**src/rtl/amo_pkg.sv**
```systemverilog
// ----------------------------------------------------------------------------
// amo_pkg
// Shared types and constants of the atomic memory operation unit: the
// request and response beats, the operation codes and the write port bundle.
// ----------------------------------------------------------------------------
package amo_pkg;

  // Number of atomic words held in the store
  localparam int NUM_WORDS = 256;
  // Width of an index into the store
  localparam int IDX_W     = (NUM_WORDS > 1) ? $clog2(NUM_WORDS) : 1;
  localparam int WORD_W    = 32;

  // Operation codes; codes above AMO_ADD_BGE_SET behave as a load
  typedef enum logic [3:0] {
    AMO_LOAD        = 4'd0,
    AMO_EXCHANGE    = 4'd1,
    AMO_ADD         = 4'd2,
    AMO_SUB         = 4'd3,
    AMO_XOR         = 4'd4,
    AMO_AND         = 4'd5,
    AMO_OR          = 4'd6,
    AMO_STORE       = 4'd7,
    AMO_TAS         = 4'd8,
    AMO_CLEAR       = 4'd9,
    AMO_CAS         = 4'd10,
    AMO_BGE_SET     = 4'd11,
    AMO_ADD_BGE_SET = 4'd12
  } amo_op_e;

  // Request beat
  typedef struct packed {
    logic        [3:0]        req_type;
    logic        [7:0]        word_addr;
    logic signed [WORD_W-1:0] operand;
    logic signed [WORD_W-1:0] expected_value;
    logic signed [WORD_W-1:0] limit;
    logic signed [WORD_W-1:0] addend;
  } amo_req_t;

  // Response beat
  typedef struct packed {
    logic signed [WORD_W-1:0] ret_value;
    logic signed [WORD_W-1:0] prior_value;
  } amo_rsp_t;

  // Write-back port into the word store
  typedef struct packed {
    logic              en;
    logic [IDX_W-1:0]  idx;
    logic [WORD_W-1:0] data;
  } amo_wr_t;

endpackage

```
**src/rtl/amo_alu.sv**
```systemverilog
// ----------------------------------------------------------------------------
// amo_alu
// Modify step of the read-modify-write: computes the new word and the
// returned value from the prior word and the request.
// ----------------------------------------------------------------------------
module amo_alu (
  input  amo_pkg::amo_req_t          req_i,
  input  logic [amo_pkg::WORD_W-1:0] prior_i,
  output logic [amo_pkg::WORD_W-1:0] next_o,
  output logic [amo_pkg::WORD_W-1:0] ret_o
);
  import amo_pkg::*;

  logic [WORD_W-1:0] opnd;
  logic [WORD_W-1:0] sum;
  logic              sum_ge;
  logic              prior_ge;

  assign opnd     = req_i.operand;
  assign sum      = prior_i + req_i.addend;
  assign sum_ge   = $signed(sum) >= $signed(req_i.limit);
  assign prior_ge = $signed(prior_i) >= $signed(req_i.limit);

  // New word and return value per operation
  always_comb begin
    next_o = prior_i;
    ret_o  = prior_i;
    case (amo_op_e'(req_i.req_type))
      AMO_EXCHANGE: next_o = opnd;
      AMO_ADD:      next_o = prior_i + opnd;
      AMO_SUB:      next_o = prior_i - opnd;
      AMO_XOR:      next_o = prior_i ^ opnd;
      AMO_AND:      next_o = prior_i & opnd;
      AMO_OR:       next_o = prior_i | opnd;
      AMO_STORE:    next_o = opnd;
      AMO_TAS: begin
        if (prior_i == '0) begin
          next_o = WORD_W'(1);
        end
      end
      AMO_CLEAR:    next_o = '0;
      AMO_CAS: begin
        if (prior_i == req_i.expected_value) begin
          next_o = opnd;
          ret_o  = WORD_W'(1);
        end else begin
          ret_o  = '0;
        end
      end
      AMO_BGE_SET: begin
        if (prior_ge) begin
          next_o = opnd;
          ret_o  = '0;
        end else begin
          ret_o  = WORD_W'(1);
        end
      end
      AMO_ADD_BGE_SET: next_o = sum_ge ? opnd : sum;
      default: ;
    endcase
  end

endmodule

```
**config.mk**
```make
export PLATFORM = sky130hd
export DESIGN_NAME = amo_alu
export DESIGN_NICKNAME = d
export VERILOG_FILES = /design/src/rtl/amo_pkg.sv /design/src/rtl/amo_alu.sv
export SDC_FILE = /design/constraint.sdc
export NUM_CORES = 1
export LEC_CHECK = 0
export ABC_CLOCK_PERIOD_IN_PS = 7900
export BUFFER_PORTS_ARGS = -buffer_cell sky130_fd_sc_hd__buf_2
export CORE_MARGIN = 10
export CORE_UTILIZATION = 55
export DETAILED_ROUTE_END_ITERATION = 12
export PLACE_DENSITY = 0.8
export SYNTH_ARGS = -nofsm -noshare
export SYNTH_HDL_FRONTEND = slang
export SYNTH_SLANG_ARGS = --single-unit
```
**constraint.sdc**
```tcl
create_clock -name vclk -period 7.9
set_input_delay 0.395 -clock vclk [all_inputs]
set_output_delay 0.395 -clock vclk [all_outputs]
set_load 0.01 [all_outputs]
```
==> results by stage, run 1 <==
STA:
- The final worst-path setup slack is 1.13 ns.
- Summed over all failing endpoints, the final setup total negative slack is 0 ns.
- The number of hold-slack violations in the final timing report is 0.
- The final-report max-slew violation count is 0.
- The final number of setup-violating endpoints is 0.
- The normalized max-slew margin is 0.205.
- Setup repair after global routing left no endpoint under its margin.
- The highest attainable clock frequency is 0.148 GHz.
- The worst path needs 6.77 ns of the cycle, external delays included.
- In the finished design, the share of the clock period the worst path needs comes to 0.857.
- The pin slew with the least headroom to its limit is 1.19 ns.

Place:
- The count of input and output buffers is 228.
- Detailed placement ended at an HPWL of 27.5 mm.
- OpenSTA, run right after detailed placement, puts the worst setup slack at 1.36 ns.
- The final estimated routing congestion in global placement is 0.993.

Die:
- The total die area is 21000 um2.
- The total area inside the core boundary comes to 15300 um2.
- The y dimension of the die is 145 um.
- The die span in x is 145 um.
- The total I/O pin count is 236.
- The starting utilization of the core area is 0.562.
- Row generation in the floorplan step produced 45 rows.

Critical path:
- The worst path buffer plus inverter count is 3.
- The maximum fanout count along the critical path is 11.
- The classification of the worst setup path is in -> out.
- Data on the critical path arrives at its endpoint at 6.37 ns.
- The cell family contributing the most delay on the critical path is compound AO/OA/AOI/OAI gates.
- The required arrival time at the worst endpoint is 7.51 ns.
- The worst setup path is launched from a primary input.
- Traced cell by cell, the critical path runs through buf_2, ha_1, a211oi_1, o21bai_1, o21ai_0, o21ai_1, a41o_1, o21ai_1, o21ai_0, xnor2_1, ha_1, nand4_1, nor4_1, nand2_1, o31ai_1, o31ai_2, or2_2, a31oi_2, buf_4, a211oi_1, o22ai_1, buf_2.
- On the worst path, the slowest cell contributes a delay of 0.61 ns.
- The type of destination of the critical path is an output pin.
- For this design, the slowest cell found on the critical path is a31oi_2.

Final layout:
- The layout clock buffer count is 0.
- The growth of design area from synthesis to finish is 15.6%.
- After the last flow step, the layout net total stands at 1775.
- The sequential cells in the finished layout cover a total of 0 um2.
- The flip-flop and latch count is 0.
- Of the cells placed in the final design, the portion with a size suffix greater than 1 is 0.186.

Hold path:
- The class of the tightest hold or removal check is in -> out.

Logic synthesis:
- In the synthesized netlist, the number of instances is 1210.
- The average footprint of a synthesized cell is 7.08 um2.
- The share of synthesized area in the top cell type comes to 0.279.
- After synthesis, the cell types taking the most area are ha_1 28%, xnor2_1 6.8%, a21oi_1 6.0%, inv_1 5.1%, xor2_1 4.7%.
- During synthesis, Yosys emitted a total of 0 warnings.
- Yosys instantiated no cell more often than ha_1.
- Ranked by instance count, the synthesized netlist is headed by 191 x ha_1, 117 x inv_1, 102 x a21oi_1.
- Of all cell types, the one taking the most synthesized area is ha_1.
- The cell area after synthesis is 8570 um2.
- The sequential fraction of the synthesis area is 0.
- When the netlist entered floorplanning its net count stood at 1575.
- The number of distinct standard cells referenced by the synthesized netlist is 74.

Power and ir drop:
- Across the VDD grid, the largest voltage drop is 0.0490 mV.
- The static leakage power is 0.00497 uW.
- The completed layout was analyzed and its total power is 830 uW.
- The power per cell area is 83.8 nW/um2.

Run:
- The tool flagged a number of max-cap violations equal to 0.

Route:
- In the routed design, unresolved DRC markers number 0.
- The count of nets left with antenna violations once routing finished came out at 0.
- The via count of the routed design is 10200.
- After the first detailed-routing iteration, the DRC count stood at 899.
- Summed over all layers, the routed wires come to 33.7 mm.
- The post-detailed-route wirelength per cell is 20.8 um.
- The first detailed-routing pass ran for 5 iterations.
- The number of vias per cell after detailed routing is 6.27.

GRT:
- The wire length of the first global-routing pass is 51.2 mm.
- The total global-route track usage is 0.301.
- The largest net degree at the start of global routing is 32.
- The number of antenna violations at the first check in global routing is 2.
- Summed over all layers, the global routing overflow is 0.
- The number of global-route vias before repair came to 9752.

Run status:
- The flow ran to the end, and the final reports show no timing, DRC or antenna violations.

Clock tree:
- Once the clock tree was built, the resizer swapped 0 gates to a different size.
- The number of buffers added for setup after CTS is 0.
- Hold repair after CTS inserted 0 buffers.
## cell families after synthesis
kind of cell / after synthesis / share of synthesized area
fa+ha+maj: 193 / 0.284
compound gates: 407 / 0.324
buf+inv: 158 / 0.0714
simple gates: 331 / 0.196
mux: 8 / 0.00949
xor+xnor: 113 / 0.115
## path summary, 6_finish.rpt
check,from,endpoint,cells past startpoint
worst max-delay path,prior_i[1],next_o[1],22
worst min-delay path,req_i[109],next_o[13],4
## through the flow
step	instances	utilization	instance area, um2	hold WS [ns]
floorplan	1210	-	8570	0.901
global placement	1619	0.648	9890	1.15
detailed placement	1619	0.648	9890	1.15
CTS	1619	0.648	9890	1.15
global route	1620	0.649	9900	1.19
finish	1623	0.649	9900	1.15
## cells in the final DEF, fill, tap and decap left out, drive strengths merged, types with 6 or more instances in the layout
master   synthesis  layout
a21o            25      25
nand4           30      30
nand2           83      83
a31oi           15      15
o21ai           77      77
a221oi          23      23
xnor2           67      67
or3              7       7
mux2i            7       7
nor4            20      20
nand2b           7       7
xor2            46      46
ha             191     191
o31ai           10      10
and4             8       8
nor3            19      19
a221o           24      24
nor2b           13      13
inv            117     117
o211ai          19      19
a22oi           30      30
a21oi          102     102
nand3           21      21
buf             10     239
a211oi          10      10
nor2            89      89
and3             9       9
or2              7       7
o21a            13      13
o2111ai          6       6
o21bai          10      10
## where the power goes
group          leakage [uW]  switching (uW)  internal [uW]
logic               0.00497             496            334
clock network  0.0000000254               0      0.0000678
registers                 0               0              0
total               0.00497             496            334
## metal layers
layer  up-vias  global-route usage  part of all wire
li1       4938                   -                 -
met5         -                   0                 0
met2       524               0.516              0.46
met1      4627               0.376              0.41
met3        81              0.0336             0.092
met4         0               0.121             0.041
## cell type report
cell class / instances / area [um2]
diodes: 4 / 10.0
multi-input cells: 1052 / 7970
inverters: 117 / 439
repair buffers: 239 / 1220
fillers: 1467 / 5360
well taps: 211 / 264
Note: power is estimated with default switching activity, not from simulation.
==> run 2, diff against run 1 <==
ABC_CLOCK_PERIOD_IN_PS = 7200   (was 7900)
CORE_UTILIZATION = 40   (was 55)
PLACE_DENSITY = 0.61   (was 0.8)
clock period = 7.2 ns   (was 7.9 ns; I/O delays follow)
==> results by stage, run 2 (synthesis results as in run 1) <==
Run status:
- The flow ran to the end, and the final reports show no timing, DRC or antenna violations.

Route:
- Using the TritonRoute via totals, the vias-per-cell ratio works out to 5.94.
- The post-detailed-route wirelength per cell is 21.5 um.
- The number of remaining DRC errors is 0.
- The number of optimization iterations in the first detailed-route pass is 5.
- The first routing iteration left 711 violations.
- The residual antenna-violating net count after detailed routing is 0.
- After detailed routing, the total wire length is 36.5 mm.
- The via count of the routed design is 10100.

Die:
- The floorplan has 53 rows.
- For this configuration, the core starts out at a cell density of 0.408.
- The total I/O pin count is 236.
- The die span in x is 166 um.
- The total die area is 27700 um2.
- The die is 166 um tall.
- The total core area is 21000 um2.

STA:
- The smallest clock period supported by the final layout is computed as 6.81 ns.
- Setup repair after global routing left no endpoint under its margin.
- In the finished design, the share of the clock period the worst path needs comes to 0.946.
- The pin slew with the least headroom to its limit is 1.03 ns.
- Setup violations remaining at the end of the flow were counted as 0.
- The total negative setup slack is 0 ns.
- Static timing analysis puts the maximum clock frequency at 0.147 GHz.
- The final-report max-slew violation count is 0.
- In this run the tightest slew margin relative to its limit is 0.316.
- The number of hold-slack violations in the final timing report came to 0.

Hold path:
- Along the worst hold path, the cell count comes to 4.
- The class of the tightest hold or removal check is in -> out.

Power and ir drop:
- The power per cell area is 91.6 nW/um2.
- The static leakage power is 0.00501 uW.
- Across the VDD grid, the largest voltage drop is 0.0424 mV.
- The design draws 920 uW.

GRT:
- The met2 track demand over resource in global routing is 0.408.
- The total global-route track usage is 0.243.
- The number of global-route vias before repair came to 9936.
- After global routing the overflow that remains totals 0.
- The met1 demand-to-capacity share in global routing is 0.305.
- The largest net degree at the start of global routing is 33.
- The number of antenna violations at the first check in global routing is 3.
- The first global-routing pass estimated 55.4 mm of wire.
- For met3 alone, demand over resource in global routing was 0.0312.
- The busiest metal layer after global routing is met2.

Final layout:
- The design has 0 sequential cells.
- The layout clock buffer count is 0.
- Leaving out fill and tap cells, the most frequent cell in the layout is buf_2.
- The number of nets at the end of the flow is 1784.
- In the layout the commonest cells are 228 x buf_2, 191 x ha_1, 117 x inv_1.
- In the final layout, the share of cells above drive strength 1 is 0.191.
- In the final layout, flip-flops and latches occupy 0 um2.
- Relative to the synthesized area, the layout overhead comes to 17.2%.

Place:
- Routability-driven placement finished with a final weighted congestion of 0.966.
- The count of input and output buffers is 228.
- Once detailed placement completed, the half-perimeter wirelength came to 30.2 mm.

Critical path:
- STA classifies the critical path startpoint as a primary input.
- The required arrival time at the worst endpoint is 6.84 ns.
- The type of destination of the critical path is an output pin.
- In this run the worst path has a maximum fanout of 11.
- By startpoint and endpoint, the worst setup path is classified as in -> out.
- For the worst setup path, the data arrival time is 6.45 ns.

Clock tree:
- The count of instances resized after the clock tree is built is 0.
- Hold repair after CTS inserted 0 buffers.
- The number of buffers added for setup after CTS is 0.

Run:
- The reported max-cap violation count is 0.
## run 2: cell type report
type,count,area [um2]
antenna,1,2.50
fill,2192,11000
multi-input combinational,1052,7970
inverter,117,439
tap,275,344
timing repair buffer,248,1290
## run 2: critical path, cell delays in order
cell and delay, ns:
buf_2 0.21, ha_1 0.29, a211oi_1 0.27, o21bai_1 0.14
o21ai_0 0.56, o21ai_1 0.29, a41o_1 0.34, o21ai_1 0.28
o21ai_0 0.26, xnor2_1 0.20, ha_1 0.39, nand4_1 0.17
nor4_1 0.39, nand2_1 0.17, o31ai_1 0.27, o31ai_2 0.13
or2_2 0.30, a31oi_2 0.65, buf_4 0.34, a211oi_1 0.10
o22ai_1 0.17, buf_2 0.16
## run 2: per-stage QoR
step           setup slack (ns)  area, um2  instances   util  hold slack (ns)
6_report                  0.388      10000       1693  0.478             1.09
5_1_grt                   0.163      10000       1693  0.478             1.12
4_1_cts                   0.665      10000       1692  0.478             1.09
3_5_place_dp              0.692      10000       1692  0.478             1.09
3_3_place_gp              0.741      10000       1692  0.478             1.08
2_1_floorplan              1.99       8570       1210      -            0.831
## run 2: power breakdown
group          switching (uW)  total, uW  internal (uW)   leakage (uW)
logic                     551        920            369        0.00501
registers                   0          0              0              0
clock network               0  0.0000186      0.0000186  0.00000000634
total                     551        920            369        0.00501
## run 2: path summary, 6_finish.rpt
kind | from | end
setup / recovery | prior_i[1] | next_o[1]
hold / removal | req_i[109] | next_o[13]
## run 2: per-layer routing
layer  up-vias  wire (um)
li1       4951          -
met1      4665      16000
met2       385      16700
met3        58       2190
met4         4       1620
met5         -         24
